### src/design/char_lcd_nibble_sequencer_defines.svh
// assertion macros for the character display nibble sequencer
`ifndef CHAR_LCD_NIBBLE_SEQUENCER_DEFINES_SVH
`define CHAR_LCD_NIBBLE_SEQUENCER_DEFINES_SVH

// same-cycle implication, checked outside reset
`define LCDNS_ASSERT_IMPL(lbl, ante, cons, msg) \
  lbl: assert property (@(posedge clk_i) disable iff (!rst_ni) (ante) |-> (cons)) \
    else $error(msg);

// next-cycle implication, checked outside reset
`define LCDNS_ASSERT_NEXT(lbl, ante, cons, msg) \
  lbl: assert property (@(posedge clk_i) disable iff (!rst_ni) (ante) |=> (cons)) \
    else $error(msg);

`endif

### src/design/lcdns_pkg.sv
// shared types, constants and helpers of the character display nibble sequencer
package lcdns_pkg;

  // input command codes
  localparam logic [2:0] CMD_INIT   = 3'd0;
  localparam logic [2:0] CMD_INSTR  = 3'd1;
  localparam logic [2:0] CMD_DATA   = 3'd2;
  localparam logic [2:0] CMD_TEXT   = 3'd3;
  localparam logic [2:0] CMD_CURSOR = 3'd4;

  // configuration register indexes
  localparam logic [1:0] REG_STROBE_HOLD   = 2'd0;
  localparam logic [1:0] REG_GAP_HOLD      = 2'd1;
  localparam logic [1:0] REG_POWER_UP_WAIT = 2'd2;
  localparam logic [1:0] REG_CLEAR_WAIT    = 2'd3;

  localparam logic [15:0] StrobeHoldReset  = 16'd80;
  localparam logic [15:0] GapHoldReset     = 16'd10;
  localparam logic [15:0] PowerUpWaitReset = 16'd30000;
  localparam logic [15:0] ClearWaitReset   = 16'd65000;

  localparam logic [7:0] EntryModeInstr = 8'h06;
  localparam logic [7:0] SetDdramBase   = 8'h80;
  localparam logic [3:0] NibbleMask     = 4'hf;

  // phase counter end points
  localparam logic [3:0] LastOnePhase  = 4'd3;
  localparam logic [3:0] LastTwoPhase  = 4'd7;
  localparam logic [3:0] LastInitPhase = 4'd13;

  // queue between front and back
  localparam int QDepth = 2;
  localparam int QPtrW  = (QDepth > 1) ? $clog2(QDepth) : 1;
  localparam int QCntW  = $clog2(QDepth + 1);

  typedef enum logic [1:0] {
    JOB_INIT = 2'd0,
    JOB_ONE  = 2'd1,
    JOB_TWO  = 2'd2
  } job_kind_e;

  typedef struct packed {
    job_kind_e  kind;
    logic       rs0;
    logic [7:0] byte0;
    logic       rs1;
    logic [7:0] byte1;
  } job_t;

  typedef struct packed {
    logic        reg_select;
    logic        enable_level;
    logic [3:0]  nibble;
    logic [15:0] hold_count;
    logic        last_phase;
  } phase_t;

  typedef struct packed {
    logic [15:0] strobe_hold;
    logic [15:0] gap_hold;
    logic [15:0] power_up_wait;
    logic [15:0] clear_wait;
  } cfg_t;

  // function set, display on and clear, sent in that order by init
  function automatic logic [7:0] init_byte(input logic [1:0] idx);
    logic [7:0] b;
    case (idx)
      2'd0:    b = 8'h2f;
      2'd1:    b = 8'h0c;
      2'd2:    b = 8'h01;
      default: b = 8'h00;
    endcase
    return b;
  endfunction

endpackage

### src/design/char_lcd_nibble_sequencer.sv
// top level of the character display nibble sequencer
// Turns display commands into pin phases for a character display on a 4-bit
// bus. Each output item is one phase: register select (tuser), enable level,
// data nibble and hold count (tdata); tlast marks the final phase of the run
// caused by one command. Hold times are carried out by whatever consumes the
// stream. Instruction, data and cursor move give 4 phases, text character 8
// and init 14; the back end emits one phase per cycle while the consumer is
// ready, stepping through each run of phases with the back end's phase counter.
// Commands with the codes 5 to 7 are taken and produce nothing. The front end
// takes a new command every cycle while the two-entry job queue has room, so
// commands keep flowing in while earlier runs are still being sent. Output is
// registered; a stalled consumer holds the current phase. The config port is
// always ready and should only be written while the block is idle.
`include "char_lcd_nibble_sequencer_defines.svh"

module char_lcd_nibble_sequencer import lcdns_pkg::*; (
  input  logic        clk_i,
  input  logic        rst_ni,
  // command stream
  input  logic        s_axis_tvalid,
  output logic        s_axis_tready,
  input  logic [15:0] s_axis_tdata,   // byte_value[7:0], row[8], column[14:9], zero[15]
  input  logic [2:0]  s_axis_tuser,   // command[2:0]
  // phase stream
  output logic        m_axis_tvalid,
  input  logic        m_axis_tready,
  output logic [23:0] m_axis_tdata,   // enable_level[0], nibble[4:1], hold_count[20:5], zero
  output logic [0:0]  m_axis_tuser,   // reg_select[0]
  output logic        m_axis_tlast,
  // register writes
  input  logic        cfg_valid_i,
  output logic        cfg_ready_o,
  input  logic [1:0]  cfg_index_i,
  input  logic [15:0] cfg_data_i
);

  cfg_t   cfg_q, cfg_d;
  logic   push;
  job_t   push_job;
  logic   q_full;
  logic   q_empty;
  logic   pop;
  job_t   head_job;
  phase_t out_phase;
  logic   out_valid;

  // configuration registers
  assign cfg_ready_o = 1'b1;

  always_comb begin
    cfg_d = cfg_q;
    if (cfg_valid_i) begin
      case (cfg_index_i)
        REG_STROBE_HOLD:   cfg_d.strobe_hold   = cfg_data_i;
        REG_GAP_HOLD:      cfg_d.gap_hold      = cfg_data_i;
        REG_POWER_UP_WAIT: cfg_d.power_up_wait = cfg_data_i;
        REG_CLEAR_WAIT:    cfg_d.clear_wait    = cfg_data_i;
        default:           cfg_d = cfg_q;
      endcase
    end
  end

  always_ff @(posedge clk_i or negedge rst_ni) begin
    if (!rst_ni) begin
      cfg_q.strobe_hold   <= StrobeHoldReset;
      cfg_q.gap_hold      <= GapHoldReset;
      cfg_q.power_up_wait <= PowerUpWaitReset;
      cfg_q.clear_wait    <= ClearWaitReset;
    end else begin
      cfg_q <= cfg_d;
    end
  end

  // front end takes a command whenever the queue has room
  assign s_axis_tready = !q_full;

  lcdns_front u_front (
    .in_valid_i   (s_axis_tvalid && s_axis_tready),
    .command_i    (s_axis_tuser),
    .byte_value_i (s_axis_tdata[7:0]),
    .row_i        (s_axis_tdata[8]),
    .column_i     (s_axis_tdata[14:9]),
    .push_o       (push),
    .job_o        (push_job)
  );

  lcdns_queue u_queue (
    .clk_i      (clk_i),
    .rst_ni     (rst_ni),
    .push_i     (push),
    .push_job_i (push_job),
    .full_o     (q_full),
    .pop_i      (pop),
    .empty_o    (q_empty),
    .head_o     (head_job)
  );

  lcdns_back u_back (
    .clk_i       (clk_i),
    .rst_ni      (rst_ni),
    .cfg_i       (cfg_q),
    .empty_i     (q_empty),
    .job_i       (head_job),
    .pop_o       (pop),
    .out_valid_o (out_valid),
    .out_ready_i (m_axis_tready),
    .out_o       (out_phase)
  );

  // output packing
  assign m_axis_tvalid = out_valid;
  assign m_axis_tdata  = {3'b000, out_phase.hold_count, out_phase.nibble,
                          out_phase.enable_level};
  assign m_axis_tuser  = out_phase.reg_select;
  assign m_axis_tlast  = out_phase.last_phase;

  // every run ends on a gap or wait phase, never with enable high
  `LCDNS_ASSERT_IMPL(a_last_enable_low, m_axis_tvalid && m_axis_tlast, !m_axis_tdata[0], "run ended with enable high")
  // bus is cleared whenever enable is low
  `LCDNS_ASSERT_IMPL(a_gap_bus_clear, m_axis_tvalid && !m_axis_tdata[0], m_axis_tdata[4:1] == 4'd0, "nibble driven while enable low")
  // a queued job with a free output slot shows up on the output next cycle
  `LCDNS_ASSERT_NEXT(a_back_progress, !q_empty && (!m_axis_tvalid || m_axis_tready), m_axis_tvalid, "back end stalled with work queued")

endmodule

### src/design/lcdns_front.sv
// front end: classifies incoming commands into queued jobs
module lcdns_front import lcdns_pkg::*; (
  input  logic       in_valid_i,
  input  logic [2:0] command_i,
  input  logic [7:0] byte_value_i,
  input  logic       row_i,
  input  logic [5:0] column_i,
  output logic       push_o,
  output job_t       job_o
);

  logic       known;
  logic [7:0] cursor_byte;

  assign cursor_byte = SetDdramBase + {1'b0, row_i, column_i};

  always_comb begin
    known     = 1'b1;
    job_o     = '0;
    job_o.kind = JOB_ONE;
    case (command_i)
      CMD_INIT: begin
        job_o.kind = JOB_INIT;
      end
      CMD_INSTR: begin
        job_o.byte0 = byte_value_i;
      end
      CMD_DATA: begin
        job_o.rs0   = 1'b1;
        job_o.byte0 = byte_value_i;
      end
      CMD_TEXT: begin
        job_o.kind  = JOB_TWO;
        job_o.byte0 = EntryModeInstr;
        job_o.rs1   = 1'b1;
        job_o.byte1 = byte_value_i;
      end
      CMD_CURSOR: begin
        job_o.byte0 = cursor_byte;
      end
      default: begin
        known = 1'b0;
      end
    endcase
  end

  // unused codes are accepted and dropped here
  assign push_o = in_valid_i && known;

endmodule

### src/design/lcdns_queue.sv
// short job queue between the front end and the phase sequencer
module lcdns_queue import lcdns_pkg::*; (
  input  logic clk_i,
  input  logic rst_ni,
  input  logic push_i,
  input  job_t push_job_i,
  output logic full_o,
  input  logic pop_i,
  output logic empty_o,
  output job_t head_o
);

  job_t             slot_q [QDepth];
  logic [QPtrW-1:0] wr_ptr_q, wr_ptr_d;
  logic [QPtrW-1:0] rd_ptr_q, rd_ptr_d;
  logic [QCntW-1:0] count_q, count_d;
  logic             do_push, do_pop;

  assign full_o  = (count_q == QCntW'(QDepth));
  assign empty_o = (count_q == '0);
  assign head_o  = slot_q[rd_ptr_q];
  assign do_push = push_i && !full_o;
  assign do_pop  = pop_i && !empty_o;

  always_comb begin
    wr_ptr_d = wr_ptr_q;
    rd_ptr_d = rd_ptr_q;
    count_d  = count_q;
    if (do_push) begin
      wr_ptr_d = (wr_ptr_q == QPtrW'(QDepth - 1)) ? '0 : wr_ptr_q + 1'b1;
    end
    if (do_pop) begin
      rd_ptr_d = (rd_ptr_q == QPtrW'(QDepth - 1)) ? '0 : rd_ptr_q + 1'b1;
    end
    if (do_push && !do_pop) begin
      count_d = count_q + 1'b1;
    end else if (do_pop && !do_push) begin
      count_d = count_q - 1'b1;
    end
  end

  always_ff @(posedge clk_i or negedge rst_ni) begin
    if (!rst_ni) begin
      wr_ptr_q <= '0;
      rd_ptr_q <= '0;
      count_q  <= '0;
    end else begin
      wr_ptr_q <= wr_ptr_d;
      rd_ptr_q <= rd_ptr_d;
      count_q  <= count_d;
    end
  end

  always_ff @(posedge clk_i) begin
    if (do_push) begin
      slot_q[wr_ptr_q] <= push_job_i;
    end
  end

endmodule

### src/design/lcdns_back.sv
// back end: steps through the pin phases of the head job, one per cycle unless stalled
module lcdns_back import lcdns_pkg::*; (
  input  logic   clk_i,
  input  logic   rst_ni,
  input  cfg_t   cfg_i,
  input  logic   empty_i,
  input  job_t   job_i,
  output logic   pop_o,
  output logic   out_valid_o,
  input  logic   out_ready_i,
  output phase_t out_o
);

  logic [3:0] phase_q, phase_d;
  logic       out_valid_q, out_valid_d;
  phase_t     out_q;
  phase_t     cur;
  logic [3:0] step;
  logic [1:0] bidx;
  logic [1:0] sub;
  logic       is_wait;
  logic       cur_rs;
  logic [7:0] cur_byte;
  logic       advance;

  always_comb begin
    step = (job_i.kind == JOB_INIT) ? phase_q - 4'd1 : phase_q;
  end
  assign bidx = step[3:2];
  assign sub  = step[1:0];

  always_comb begin
    is_wait  = 1'b0;
    cur_rs   = 1'b0;
    cur_byte = job_i.byte0;
    cur.last_phase = 1'b0;
    case (job_i.kind)
      JOB_INIT: begin
        is_wait  = (phase_q == 4'd0) || (phase_q == LastInitPhase);
        cur_byte = init_byte(bidx);
        cur.last_phase = (phase_q == LastInitPhase);
      end
      JOB_ONE: begin
        cur_rs   = job_i.rs0;
        cur.last_phase = (phase_q == LastOnePhase);
      end
      JOB_TWO: begin
        cur_rs   = bidx[0] ? job_i.rs1 : job_i.rs0;
        cur_byte = bidx[0] ? job_i.byte1 : job_i.byte0;
        cur.last_phase = (phase_q == LastTwoPhase);
      end
      default: begin
        cur.last_phase = 1'b1;
      end
    endcase

    // even steps strobe a nibble, odd steps are the cleared gap; wait phases never strobe
    cur.reg_select   = cur_rs && !is_wait;
    cur.enable_level = !sub[0] && !is_wait;
    cur.nibble       = '0;
    if (cur.enable_level) begin
      cur.nibble = sub[1] ? (cur_byte[3:0] & NibbleMask) : (cur_byte[7:4] & NibbleMask);
    end
    if (is_wait) begin
      cur.hold_count = (phase_q == 4'd0) ? cfg_i.power_up_wait : cfg_i.clear_wait;
    end else begin
      cur.hold_count = cur.enable_level ? cfg_i.strobe_hold : cfg_i.gap_hold;
    end
  end

  assign advance = !empty_i && (!out_valid_q || out_ready_i);
  assign pop_o   = advance && cur.last_phase;

  always_comb begin
    phase_d     = phase_q;
    out_valid_d = out_valid_q;
    if (out_valid_q && out_ready_i) begin
      out_valid_d = 1'b0;
    end
    if (advance) begin
      out_valid_d = 1'b1;
      phase_d     = cur.last_phase ? 4'd0 : phase_q + 4'd1;
    end
  end

  always_ff @(posedge clk_i or negedge rst_ni) begin
    if (!rst_ni) begin
      phase_q     <= '0;
      out_valid_q <= 1'b0;
    end else begin
      phase_q     <= phase_d;
      out_valid_q <= out_valid_d;
    end
  end

  always_ff @(posedge clk_i) begin
    if (advance) begin
      out_q <= cur;
    end
  end

  assign out_valid_o = out_valid_q;
  assign out_o       = out_q;

endmodule

### config.mk
export PLATFORM = sky130hd
export DESIGN_NAME = char_lcd_nibble_sequencer
export DESIGN_NICKNAME = d
export VERILOG_FILES = /design/src/design/lcdns_pkg.sv /design/src/design/char_lcd_nibble_sequencer.sv /design/src/design/lcdns_front.sv /design/src/design/lcdns_queue.sv /design/src/design/lcdns_back.sv
export VERILOG_INCLUDE_DIRS = /design/src /design/src/design
export SDC_FILE = /design/constraint.sdc
export NUM_CORES = 1
export LEC_CHECK = 0
export BUFFER_PORTS_ARGS = -buffer_cell sky130_fd_sc_hd__buf_2
export CORE_MARGIN = 2
export CORE_UTILIZATION = 58
export DETAILED_ROUTE_END_ITERATION = 7
export PLACE_DENSITY_LB_ADDON = 0.08
export SETUP_SLACK_MARGIN = 0.2
export SLEW_MARGIN = 20
export SYNTH_ARGS = -nofsm -noshare
export SYNTH_HDL_FRONTEND = slang
export SYNTH_SLANG_ARGS = --single-unit
### constraint.sdc
create_clock -name clk_i -period 3 [get_ports clk_i]
set_input_delay 0.15 -clock clk_i [delete_from_list [all_inputs] [get_ports clk_i]]
set_output_delay 0.15 -clock clk_i [all_outputs]
set_load 0.01 [all_outputs]
After elaboration in Yosys (flattened, before gate mapping)

Memory sizes are Yosys's and may differ from the RTL's.
Index checks and enable logic that the tools add are counted.

Word-level logic and storage cells: 97
Bits in writable memories: 40
Register bits after elaboration: 96
Memories: 1
Input bits: 42

Add/subtract/negate cells: 7
Mux-type cells: 26
Eq/ne operators: 15
Reductions and logical operators: 34

Memory list:

| memory         | words | bits a word | rd ports | clocked after Yosys merged registers in | write ports | RTL line          | RTL |
|---|---|---|---|---|---|---|---|
| u_queue.slot_q | 2     | 20          | 1        | 0                                       | 1           | lcdns_queue.sv:13 | `job_t slot_q [QDepth];` |

Operator list:

| kind                  | count |
|---|---|
| $mux W16              | 3 |
| $pmux W8 S3           | 1 |
| $pmux W6 S3           | 1 |
| $pmux W8 S2           | 1 |
| $mux W4               | 3 |
| $logic_and A1 B1 Y1   | 11 |
| $eq A2 B2 Y1 const B  | 5 |
| $mux W1               | 10 |
| $mux W9               | 1 |
| $add A8 B7 Y8 const A | 1 |
| $logic_not A2 Y1      | 4 |
| $mux W8               | 1 |
| $reduce_and A2 Y1     | 4 |
| $logic_not A1 Y1      | 7 |
| $eq A2 B1 Y1 const B  | 3 |
| $eq A3 B2 Y1 const B  | 2 |
| $reduce_or A5 Y1      | 1 |
| $add A4 B1 Y4 const B | 1 |
| $eq A4 B2 Y1 const B  | 1 |
| $eq A4 B3 Y1 const B  | 1 |
| $eq A4 B4 Y1 const B  | 1 |
| $logic_not A4 Y1      | 1 |
| $mux W2               | 2 |
| $pmux W2 S2           | 1 |
| 12 further kinds      | 15 |

Depth between registers and ports, before layout

Gate-level depths: netlist (run 1).

Word-level depth: 9
Gate-level depth with buffers: 12
Mapped depth without buffers: 11

Cells and area by module

From an unflattened synthesis (run 1), not the netlist that was laid out.

Cells, all modules: 466
Area total of the unflattened synthesis: 6,508.7 µm²

Modules (own cells, without submodules):

| module                    | cells each | instances | area each (µm²) |
|---|---|---|---|
| char_lcd_nibble_sequencer | 144        | 1         | 2,486.1 |
| lcdns_back                | 190        | 1         | 2,015.7 |
| lcdns_queue               | 81         | 1         | 1,637.8 |
| lcdns_front               | 51         | 1         | 369.1 |

Worst setup path before layout (run 1)

Ideal clock, no wire load.

Path type: reg-to-reg
Start point: register u_queue.rd_ptr_q
End point: register u_queue.count_q[1]
Library setup time: 0.079 ns
Cell stages (with the launch flop): 12
Arrival: 2.443 ns
Slack: 0.478 ns
Required time: 2.921 ns
Path through: dfrtp_1 > buf_4 > mux2i_1 > inv_1 > ha_1 > xor2_1 > o31ai_2 > and2_1 > inv_1 > ha_1 > nor2_1 > xor2_1

RTL lines:

| element                | RTL line          | RTL |
|---|---|---|
| from (decl)            | lcdns_queue.sv:15 | `logic [QPtrW-1:0] rd_ptr_q, rd_ptr_d;` |
| from (signal assigned) | lcdns_queue.sv:49 | `rd_ptr_q <= rd_ptr_d;` |
| to (signal assigned)   | lcdns_queue.sv:50 | `count_q <= count_d;` |
| to (decl)              | lcdns_queue.sv:16 | `logic [QCntW-1:0] count_q, count_d;` |

==> results of run 1 <==
-- routing by layer --
layer / vias up / routed length (um) / global-route usage, %
met2: 82 / 5844 / 36.36
met1: 1883 / 5551 / 31.53
met3: 16 / 443 / 5.702
met4: 0 / 175 / 8.083
li1: 1825 / - / -
met5: - / 0 / 0
-- layout make-up --
cell class / instances / area share, %
multi-input combinational: 268 / 29.84
clock inverter: 10 / 1.265
tap: 136 / 2.264
clock buffer: 22 / 6.308
timing repair buffer: 117 / 10.79
sequential: 134 / 49.03
inverter: 10 / 0.4993
-- cells by family (layout without fill, tap and decap cells) --
logic type                 Yosys count  count (layout)  synth area share [%]
buffers and inverters               32             159                 2.600
other                                2               4                0.1238
and+or+nand+nor                     72              72                 6.911
muxes                               97              97                 17.60
xor gates and xnor gates            13              13                 2.187
DFF                                134             134                 60.78
AOI/OAI and AO/OA                   74              74                 8.149
adders and majority gates            8               8                 1.651
-- cells in the mapped netlist, drive strengths merged (5+ instances only) --
library cell  number
nor2              12
clkbuf             6
a211oi            16
mux2              64
edfxtp            61
dfrtp             51
xor2               7
dfstp             22
ha                 8
xnor2              6
mux2i             32
nor2b             17
o21ai              9
and2              10
o22ai              5
nand2b             7
buf               16
nand2              8
a22o               5
inv               10
a21oi             23
-- power by group through the flow --
stage / Combinational (mW) / Clock, mW / Sequential, mW
after global placement: 2.12 / 0 / 2.79
after detailed placement: 2.17 / 0 / 2.82
after floorplan: 1.48 / 0 / 2.83
after global routing: 2.43 / 2.08 / 2.84
after CTS: 2.22 / 1.99 / 2.79
final: 2.21 / 1.95 / 2.79
-- state kept, by name, summed over array words and instances, names as in the netlist --
| signal | count |
|---|---|
| u_queue.slot_q | 38 |
| u_queue.count_q | 2 |
| u_back.out_valid_o | 1 |
| u_queue.rd_ptr_q | 1 |
| u_back.out_o | 23 |
| u_back.phase_q | 4 |
| cfg_q | 64 |
| u_queue.wr_ptr_q | 1 |
-- repair_timing --
action	CTS	global route
resized for setup	0	1
hold buffers	38	0
hold endpoints to repair	123	0
setup endpoints to repair	0	1
-- how the worst min path moves through the flow --
stage                          startpoint                         endpoint  slack, ps  depth (start not counted)
after floorplan                    rst_ni             cfg_q[0]$_DFFE_PN0P_       -150                          0
after global placement             rst_ni    u_back.phase_q[0]$_DFFE_PN0P_        270                          1
after detailed placement           rst_ni    u_back.phase_q[0]$_DFFE_PN0P_        280                          1
after CTS                 s_axis_tuser[0]  u_queue.slot_q[0][17]$_DFFE_PP_         30                          2
after global routing      s_axis_tuser[0]  u_queue.slot_q[0][17]$_DFFE_PP_         70                          2
final                     s_axis_tuser[2]  u_queue.slot_q[0][17]$_DFFE_PP_         50                          2
-- stage by stage --
stage | utilization (%) | cell area, sq um
after CTS | 73.39 | 7508
final | 73.47 | 7517
after floorplan | - | 6072
after global placement | 64.11 | 6559
after detailed placement | 64.11 | 6559
after global routing | 73.47 | 7517
-- critical path: cells and delay by family (launching register included) --
kind	cells	cell delay, ps
adder cells (fa/ha/maj)	2	500
flip-flops	1	450
XOR/XNOR	3	490
multiplexers	1	310
AND/OR/NAND/NOR	2	340
AO/OA/AOI/OAI	1	270
buffers and inverters	2	210
-- placed cells by master, fill, tap and decap left out, types with 3 or more instances in the layout --
master         Yosys  layout
clkbuf_8           0       3
mux2_2            64      64
nand3_1            3       3
buf_4              7      14
edfxtp_1          61      61
xnor2_1            5       5
dfstp_2           22      22
dfrtp_1           51      51
nand3b_1           4       4
clkbuf_16          0      17
nor2b_1           17      17
inv_1             10      10
nor2_1            12      12
and2_1            10      10
mux2i_1           31      30
nand2b_1           7       7
a22o_1             5       5
dlygate4sd3_1      0      38
clkinv_4           0       3
o22ai_1            5       5
ha_1               8       8
o21ai_0            7       7
a21oi_1           23      23
buf_2              9      65
nand2_1            8       8
xor2_1             7       7
conb_1             2       4
a211oi_1          16      16
==> results.sh, run 1 <==
export IMPL_status="finished, final reports clean"
export IMPL_synth_warnings=0
export IMPL_post_synth_top_area_fraction_pct=30.20
export IMPL_routedWlPerCell_um=17.24
export IMPL_crit_type="reg2reg"
export IMPL_synth_edf_count=61
export IMPL_grt_pass1_wl_mm=19.66
export IMPL_cts_tree="yes"
export IMPL_cts_root_buf="clkbuf_8"
export IMPL_yosys_area_top_type="edfxtp_1"
export IMPL_cts_buffer_depth=2
export IMPL_tns_ps=0
export IMPL_seqCellArea_sq_mm=0.003686
export IMPL_synth_cell_types=48
export IMPL_cp_start_kind="flip-flop"
export IMPL_ant_nets=0
export IMPL_gp_congestion=0.7856
export IMPL_netlist_instances=432
export IMPL_critPathSlowestCell="dfrtp_1"
export IMPL_p_int_mw=4.723
export IMPL_max_clock_freq_mhz=379.5
export IMPL_r2r_cells=11
export IMPL_post_cts_setup_buffers=0
export IMPL_clk_pin_slew_ps=60
export IMPL_min_period_over_period_pct=87.84
export IMPL_holdWs_ps=50.79
export IMPL_std_cell_rows=37
export IMPL_num_io_pins=71
export IMPL_die_area_sq_mm=0.01129
export IMPL_arrival_ps=3080
export IMPL_reg2reg_slack_ps=360
export IMPL_coreArea_sq_mm=0.01023
export IMPL_dp_hpwl_mm=7.408
export IMPL_swShare_pct=32.06
export IMPL_worstMarginPinSlew_ps=943.0
export IMPL_cp_cell_sequence="mux2i_2, inv_1, ha_1, xor2_1, o31ai_2, and2_1, inv_1, ha_1, xor2_1, nor2_1, xor2_1"
export IMPL_synthFlopType="edfxtp_1"
export IMPL_seq_power_share_pct=40.1
export IMPL_cts_sinks=134
export IMPL_cpMostUsedCell="xor2_1"
export IMPL_vias=3806
export IMPL_stdcell_count=697
export IMPL_async_flop_share_pct=54.48
export IMPL_r2r_end="u_queue.count_q[1]$_DFFE_PN0P_"
export IMPL_avgSynthCellArea_sq_um=14.04
export IMPL_hp_class="in2reg"
export IMPL_dp_slack_ps=382.5
export IMPL_clock_skew_final_ps=7.635
export IMPL_clkPwrFrac_pct=28.1
export IMPL_hold_violations=0
export IMPL_die_x_um=106.3
export IMPL_slew_violations=0
export IMPL_antenna_found_initial=0
export IMPL_crit_path_end="u_queue.count_q[1]$_DFFE_PN0P_"
export IMPL_crit_required_ps=3450
export IMPL_setup_viol=0
export IMPL_diodes=0
export IMPL_portBuffers=65
export IMPL_seq_area_frac_synth_pct=60.78
export IMPL_r2r_start="u_queue.rd_ptr_q$_DFFE_PN0P_"
export IMPL_cts_buffers=17
export IMPL_drcViolationCount=0
export IMPL_grt_overflow_total=0
export IMPL_ys_ff_latch=134
export IMPL_endpoint_kind="flip-flop"
export IMPL_dp_cells=627
export IMPL_nNetsFinal=598
export IMPL_clk_latency_ps=530
export IMPL_grt_pass1_vias=3943
export IMPL_comb_power_share_pct=31.8
export IMPL_relSlewSlack_pct=36.95
export IMPL_grtUsageTotal_pct=23.08
export IMPL_drive_above_1_share_pct=36.19
export IMPL_critPathMaxFanout=5
export IMPL_crit_path_start="u_queue.rd_ptr_q$_DFFE_PN0P_"
export IMPL_synthToLayoutAreaGrowth_pct=23.95
export IMPL_wirelength_mm=12.01
export IMPL_fillerInstances=709
export IMPL_drtIter0Drc=220
export IMPL_viasPerCell=5.461
export IMPL_syn_area_sq_mm=0.006065
export IMPL_multi_input_area_sq_mm=0.002243
export IMPL_slowest_delay_ps=450
export IMPL_max_cap_viol_count=0
export IMPL_power_leakage_nw=3.140
export IMPL_worst_slack_ps=364.9
export IMPL_ys_top_cells_by_area="edfxtp_1 (30%), dfrtp_1 (21%), mux2_2 (12%)"
export IMPL_period_minus_slack_ps=2635
export IMPL_die_h_um=106.3
export IMPL_netSwitchingPower_mw=2.229
export IMPL_total_power_mw=6.952
export IMPL_dr_pass1_iters=5
export IMPL_grt_start_max_net_pins=37
export IMPL_powerDensity_mw_per_mm2=924.7
export IMPL_rsz0062_at_grt="false"
export IMPL_start_util_pct=59.28
export IMPL_max_vdd_ir_drop_mv=0.7044
export IMPL_htreeDepth=4
Power figures use the tool's default switching activity.
==> inputs of run 2 (changes only) <==
- PLACE_DENSITY_LB_ADDON: 0.08 -> 0.25
==> results.sh, run 2 (synthesis gave the netlist of run 1 again) <==
export IMPL_grt_overflow_total=0
export IMPL_routed_top_layer="met4"
export IMPL_worstMarginPinSlew_ps=1074
export IMPL_clk_latency_ps=520
export IMPL_cp_cell_sequence="mux2i_4, inv_1, ha_1, xor2_1, o31ai_2, and2_1, inv_1, ha_1, xor2_1, nor2_1, xor2_1"
export IMPL_clk_pin_slew_ps=60
export IMPL_cts_sinks=134
export IMPL_min_period_over_period_pct=87.35
export IMPL_p_int_mw=4.897
export IMPL_largest_reg_flops=64
export IMPL_dp_slack_ps=230.9
export IMPL_crit_required_ps=3440
export IMPL_netSwitchingPower_mw=2.222
export IMPL_max_clock_freq_mhz=381.6
export IMPL_drtIter0Drc=154
export IMPL_rsz0062_at_grt="false"
export IMPL_crit_type="reg2reg"
export IMPL_gp_congestion=0.7863
export IMPL_post_route_util_pct=73.62
export IMPL_powerDensity_mw_per_mm2=945.1
export IMPL_cts_buffer_depth=2
export IMPL_start_util_pct=59.28
export IMPL_die_x_um=106.3
export IMPL_crit_path_start="u_queue.rd_ptr_q$_DFFE_PN0P_"
export IMPL_relSlewSlack_pct=28.21
export IMPL_status="finished, final reports clean"
export IMPL_comb_power_share_pct=30.7
export IMPL_mostFrequentLayoutCell="buf_2"
export IMPL_routedWlPerCell_um=17.37
export IMPL_arrival_ps=3060
export IMPL_seq_power_share_pct=39.3
export IMPL_diodes=0
export IMPL_grt_start_max_net_pins=74
export IMPL_tns_ps=0
export IMPL_worst_slack_ps=379.4
export IMPL_grtUsageTotal_pct=22.99
export IMPL_htreeDepth=4
export IMPL_num_io_pins=71
export IMPL_setup_viol=0
export IMPL_dr_pass1_iters=5
export IMPL_max_vdd_ir_drop_mv=0.5850
export IMPL_coreArea_sq_mm=0.01023
export IMPL_cts_root_buf="clkbuf_8"
export IMPL_period_minus_slack_ps=2621
export IMPL_dp_hpwl_mm=7.004
export IMPL_critPathSlowestCell="dfrtp_2"
export IMPL_max_cap_viol_count=0
export IMPL_ant_nets=0
export IMPL_holdCritStartpoint="s_axis_tuser[0]"
export IMPL_clkPwrFrac_pct=30.0
export IMPL_grt_pass1_wl_mm=19.73
export IMPL_slew_violations=0
export IMPL_clock_skew_final_ps=7.617
export IMPL_die_h_um=106.3
export IMPL_drt_met1_wl_mm=5.451
export IMPL_vias=3904
export IMPL_r2r_start="u_queue.rd_ptr_q$_DFFE_PN0P_"
export IMPL_cp_start_kind="flip-flop"
export IMPL_die_area_sq_mm=0.01129
export IMPL_drive_above_1_share_pct=36.22
export IMPL_critPathMaxFanout=5
export IMPL_std_cell_rows=37
export IMPL_max_flop_register="cfg_q"
export IMPL_hold_violations=0
export IMPL_viasPerCell=5.650
export IMPL_nNetsFinal=592
export IMPL_synthToLayoutAreaGrowth_pct=24.20
export IMPL_wirelength_mm=12.00
export IMPL_swShare_pct=31.21
export IMPL_hp_class="in2reg"
export IMPL_slowest_delay_ps=420
export IMPL_met3_length_um=498
export IMPL_power_leakage_nw=3.136
export IMPL_endpoint_kind="flip-flop"
export IMPL_cts_tree="yes"
export IMPL_portBuffers=65
export IMPL_layout_common_cells="buf_2 (65), mux2_2 (64), edfxtp_1 (61)"
export IMPL_met2_length_mm=5.847
export IMPL_antenna_found_initial=0
export IMPL_cpMostUsedCell="xor2_1"
export IMPL_cts_buffers=17
export IMPL_drcViolationCount=0
export IMPL_grt_pass1_vias=4059
-- run 2: layer usage --
metal | up-vias | GRT usage, %
met1 | 1981 | 30.68
li1 | 1809 | -
met2 | 97 | 36.95
met3 | 17 | 5.702
met5 | - | 0
met4 | 0 | 8.177
-- run 2: final timing paths --
check	end	slack, ps	cells after the start
setup / recovery	u_queue.count_q[1]$_DFFE_PN0P_	380	11
max in group asynchronous	u_queue.rd_ptr_q$_DFFE_PN0P_	1970	3
setup reg to reg	u_queue.count_q[1]$_DFFE_PN0P_	380	11
min in group asynchronous	cfg_q[32]$_DFFE_PN0P_	380	3
hold reg to reg	u_queue.wr_ptr_q$_DFFE_PN0P_	490	1
hold / removal	u_queue.slot_q[1][17]$_DFFE_PP_	70	2
-- run 2: critical path, delay by kind of cell, from the launching register on --
family	cells	cell delay, ps
xor+xnor	3	500
fa+ha+maj	2	480
flops	1	420
simple gates	2	360
mux	1	290
compound gates	1	290
buf+inv	2	190
-- run 2: power groups by stage --
stage               registers (mW)  logic [mW]  clock network [mW]
finish                        2.79        2.19                2.14
global route                  2.85        2.42                2.23
CTS                           2.79        2.19                2.16
detailed placement            2.81        2.13                   0
global placement              2.79        2.08                   0
floorplan                     2.83        1.48                   0
-- run 2: final cells by class --
class                   instances  area, sq um
flip-flops and latches        134         3689
fillers                       674         2699
multi-input cells             268         2252
repair buffers                111        760.7
clock buffers                  20        478.0
well taps                     136        170.2
clock inverters                12        145.1
inverters                      10        37.54
-- run 2: what timing repair did --
item | in CTS | in global routing
hold buffers | 36 | 0
endpoints found under the hold margin | 147 | 0
resized for setup | 0 | 4
endpoints found under the setup margin | 0 | 3
buffers inserted | 0 | 0
-- run 2: through the flow --
step / instance area [sq um] / hold WS (ps) / instances / total power [mW]
floorplan: 6072 / -145.6 / 434 / 4.310
global placement: 6529 / 402.6 / 623 / 4.876
detailed placement: 6529 / 426.6 / 623 / 4.942
CTS: 7512 / 43.27 / 691 / 7.140
global route: 7532 / 75.10 / 691 / 7.503
finish: 7532 / 74.98 / 691 / 7.119
==> inputs of run 3 (changes only) <==
- CORE_UTILIZATION: 58 -> 59
- SYNTH_HIERARCHICAL: default -> 1
==> results.sh, run 3 <==
export IMPL_yosys_area_top_type="edfxtp_1"
export IMPL_routedWlPerCell_um=17.42
export IMPL_slowest_delay_ps=450
export IMPL_coreArea_sq_mm=0.01079
export IMPL_synthFlopType="edfxtp_1"
export IMPL_critPathMaxFanout=9
export IMPL_crit_required_ps=3240
export IMPL_finalInstanceArea_sq_mm=0.007645
export IMPL_std_cell_rows=38
export IMPL_period_minus_slack_ps=2578
export IMPL_antenna_found_initial=0
export IMPL_netlist_instances=466
export IMPL_min_period_over_period_pct=85.94
export IMPL_min_path_cells=3
export IMPL_slew_violations=0
export IMPL_reg2reg_slack_ps=420
export IMPL_max_vdd_ir_drop_mv=0.4702
export IMPL_synthToLayoutAreaGrowth_pct=17.45
export IMPL_r2r_cells=9
export IMPL_largest_reg_flops=64
export IMPL_htreeDepth=4
export IMPL_power_leakage_nw=3.101
export IMPL_rsz0062_at_grt="false"
export IMPL_max_cap_viol_count=0
export IMPL_cts_tree="yes"
export IMPL_dp_hpwl_mm=7.702
export IMPL_max_flop_register="cfg_q"
export IMPL_synth_cell_types=58
export IMPL_holdCritStartpoint="s_axis_tdata[5]"
export IMPL_seq_area_frac_synth_pct=57.55
export IMPL_seqCellArea_sq_mm=0.003746
export IMPL_hold_violations=0
export IMPL_grtUsageTotal_pct=22.23
export IMPL_syn_area_sq_mm=0.006509
export IMPL_vias=3991
export IMPL_ys_top_cells_by_area="edfxtp_1 (29%), dfrtp_1 (20%), mux2_2 (12%)"
export IMPL_cpMostUsedCell="mux2_1"
export IMPL_yosys_top_cells_count="mux2_2 (67), edfxtp_1 (63), dfrtp_1 (51)"
export IMPL_status="finished, final reports clean"
export IMPL_avgSynthCellArea_sq_um=13.97
export IMPL_cp_start_kind="flip-flop"
export IMPL_clk_pin_slew_ps=60
export IMPL_layout_common_cells="mux2_2 (67), buf_2 (65), edfxtp_1 (63)"
export IMPL_endpoint_kind="flip-flop"
export IMPL_critPathTopFamily="multiplexers"
export IMPL_nNetsFinal=602
export IMPL_dp_slack_ps=452.0
export IMPL_holdWs_ps=26.35
export IMPL_die_h_um=109.0
export IMPL_diodes=0
export IMPL_arrival_ps=2820
export IMPL_comb_power_share_pct=32.5
export IMPL_die_x_um=109.0
export IMPL_netSwitchingPower_mw=2.301
export IMPL_hp_class="in2reg"
export IMPL_cts_buffer_depth=2
export IMPL_drcViolationCount=0
export IMPL_cts_sinks=136
export IMPL_seq_power_share_pct=39.8
export IMPL_multi_input_area_sq_mm=0.002490
export IMPL_clock_skew_final_ps=8.104
export IMPL_fillerInstances=706
export IMPL_clkPwrFrac_pct=27.7
export IMPL_hold_end="u_queue/slot_q[0][14]$_DFFE_PP_"
export IMPL_post_synth_top_area_fraction_pct=29.07
export IMPL_worst_slack_ps=421.7
export IMPL_cp_cell_sequence="mux2_1, inv_1, ha_1, buf_4, nand2b_1, o21ai_2, mux2_1, a22oi_1, a21oi_1"
export IMPL_critPathSlowestCell="dfrtp_1"
export IMPL_worstMarginPinSlew_ps=932.7
export IMPL_r2r_end="u_back/out_o[18]$_SDFFCE_PP0P_"
export IMPL_gp_congestion=0.7916
export IMPL_start_util_pct=60.31
export IMPL_powerDensity_mw_per_mm2=929.9
export IMPL_ys_ff_latch=136
export IMPL_swShare_pct=32.37
export IMPL_drtIter0Drc=272
export IMPL_wirelength_mm=12.28
export IMPL_max_clock_freq_mhz=387.8
export IMPL_mostFrequentLayoutCell="mux2_2"
export IMPL_setup_viol=0
export IMPL_die_area_sq_mm=0.01189
export IMPL_dpl_cell_area_sq_mm=0.006874
export IMPL_path_buf_inv=2
export IMPL_cts_buffers=17
export IMPL_clk_latency_ps=520
export IMPL_synth_edf_count=63
export IMPL_post_route_util_pct=70.83
export IMPL_grt_pass1_wl_mm=19.89
export IMPL_ant_nets=0
export IMPL_yosysMostFrequentCell="mux2_2"
export IMPL_portBuffers=65
export IMPL_grt_pass1_vias=4001
export IMPL_tns_ps=0
export IMPL_p_int_mw=4.808
export IMPL_grt_start_max_net_pins=74
export IMPL_async_flop_share_pct=53.68
export IMPL_drive_above_1_share_pct=38.94
export IMPL_synth_warnings=6
export IMPL_relSlewSlack_pct=37.75
export IMPL_crit_type="reg2reg"
export IMPL_r2r_start="u_queue/rd_ptr_q$_DFFE_PN0P_"
export IMPL_num_io_pins=71
export IMPL_grt_overflow_total=0
export IMPL_viasPerCell=5.661
export IMPL_cts_root_buf="clkbuf_8"
export IMPL_dr_pass1_iters=5
-- run 3: cell count changes after synthesis, sizes merged, moves of 4 or more --
cell / delta
buf: +9
and2: -9
nand2b: +5
nor2: +4
mux2: +23
o21ai: +5
o22ai: -5
nand2: +11
mux2i: -16
a22oi: +4
nand4bb: +5
a21oi: -4
-- run 3: worst max-delay path by stage --
stage / cells past startpoint / slack [ps] / end / from
after floorplan: 13 / 420 / u_queue/count_q[1]$_DFFE_PN0P_ / u_queue/rd_ptr_q$_DFFE_PN0P_
after global placement: 11 / 510 / u_queue/count_q[1]$_DFFE_PN0P_ / u_queue/rd_ptr_q$_DFFE_PN0P_
after detailed placement: 11 / 450 / u_queue/count_q[1]$_DFFE_PN0P_ / u_queue/rd_ptr_q$_DFFE_PN0P_
after CTS: 10 / 410 / u_queue/count_q[1]$_DFFE_PN0P_ / u_queue/rd_ptr_q$_DFFE_PN0P_
after global routing: 10 / 250 / u_queue/count_q[1]$_DFFE_PN0P_ / u_queue/rd_ptr_q$_DFFE_PN0P_
final: 9 / 420 / u_back/out_o[18]$_SDFFCE_PP0P_ / u_queue/rd_ptr_q$_DFFE_PN0P_
-- run 3: per-stage QoR --
| step | std cells | total power [mW] |
|---|---|---|
| 2_1_floorplan | 468 | 4.498 |
| 3_3_place_gp | 653 | 5.026 |
| 3_5_place_dp | 653 | 5.119 |
| 4_1_cts | 705 | 7.139 |
| 5_1_grt | 705 | 7.491 |
| 6_report | 705 | 7.109 |
-- run 3: power groups by stage --
| stage | clock (mW) | sequential (mW) | combinational (mW) |
|---|---|---|---|
| after floorplan | 0 | 2.86 | 1.64 |
| after global placement | 0 | 2.83 | 2.20 |
| after detailed placement | 0 | 2.86 | 2.26 |
| after CTS | 2.00 | 2.83 | 2.31 |
| after global routing | 2.09 | 2.88 | 2.52 |
| final | 1.97 | 2.83 | 2.31 |
-- run 3: timing repair --
item,CTS,global route
setup buffers,0,0
hold buffers,20,0
resized for setup,0,0
endpoints found under the hold margin,120,0
-- run 3: logic make-up after synthesis --
| family | synth area share, % |
|---|---|
| other cells | 0.1154 |
| buf+inv | 4.306 |
| simple gates | 8.862 |
| flops | 57.55 |
| xor+xnor | 1.192 |
| compound gates | 8.574 |
| fa+ha+maj | 1.884 |
| mux | 17.51 |
-- run 3: worst min-delay path, cell delays in order --
cell and delay, ps:
buf_2 90, nand4bb_1 90, o221ai_1 100
-- run 3: layout make-up --
class	instances	share of cell area (%)
Clock buffer	20	5.827
Clock inverter	12	1.637
Inverter	12	0.5892
Multi-Input combinational cell	291	32.57
Sequential cell	136	49.00
Tap cell	140	2.291
Timing Repair Buffer	94	8.085
-- run 3: per-layer routing --
layer	vias to the layer above	global-route usage [%]	part of all wire, %
met1	1986	30.31	45
met3	8	4.901	4.5
met5	-	0	0
met2	111	35.09	49
met4	0	8.333	1.0
li1	1886	-	-
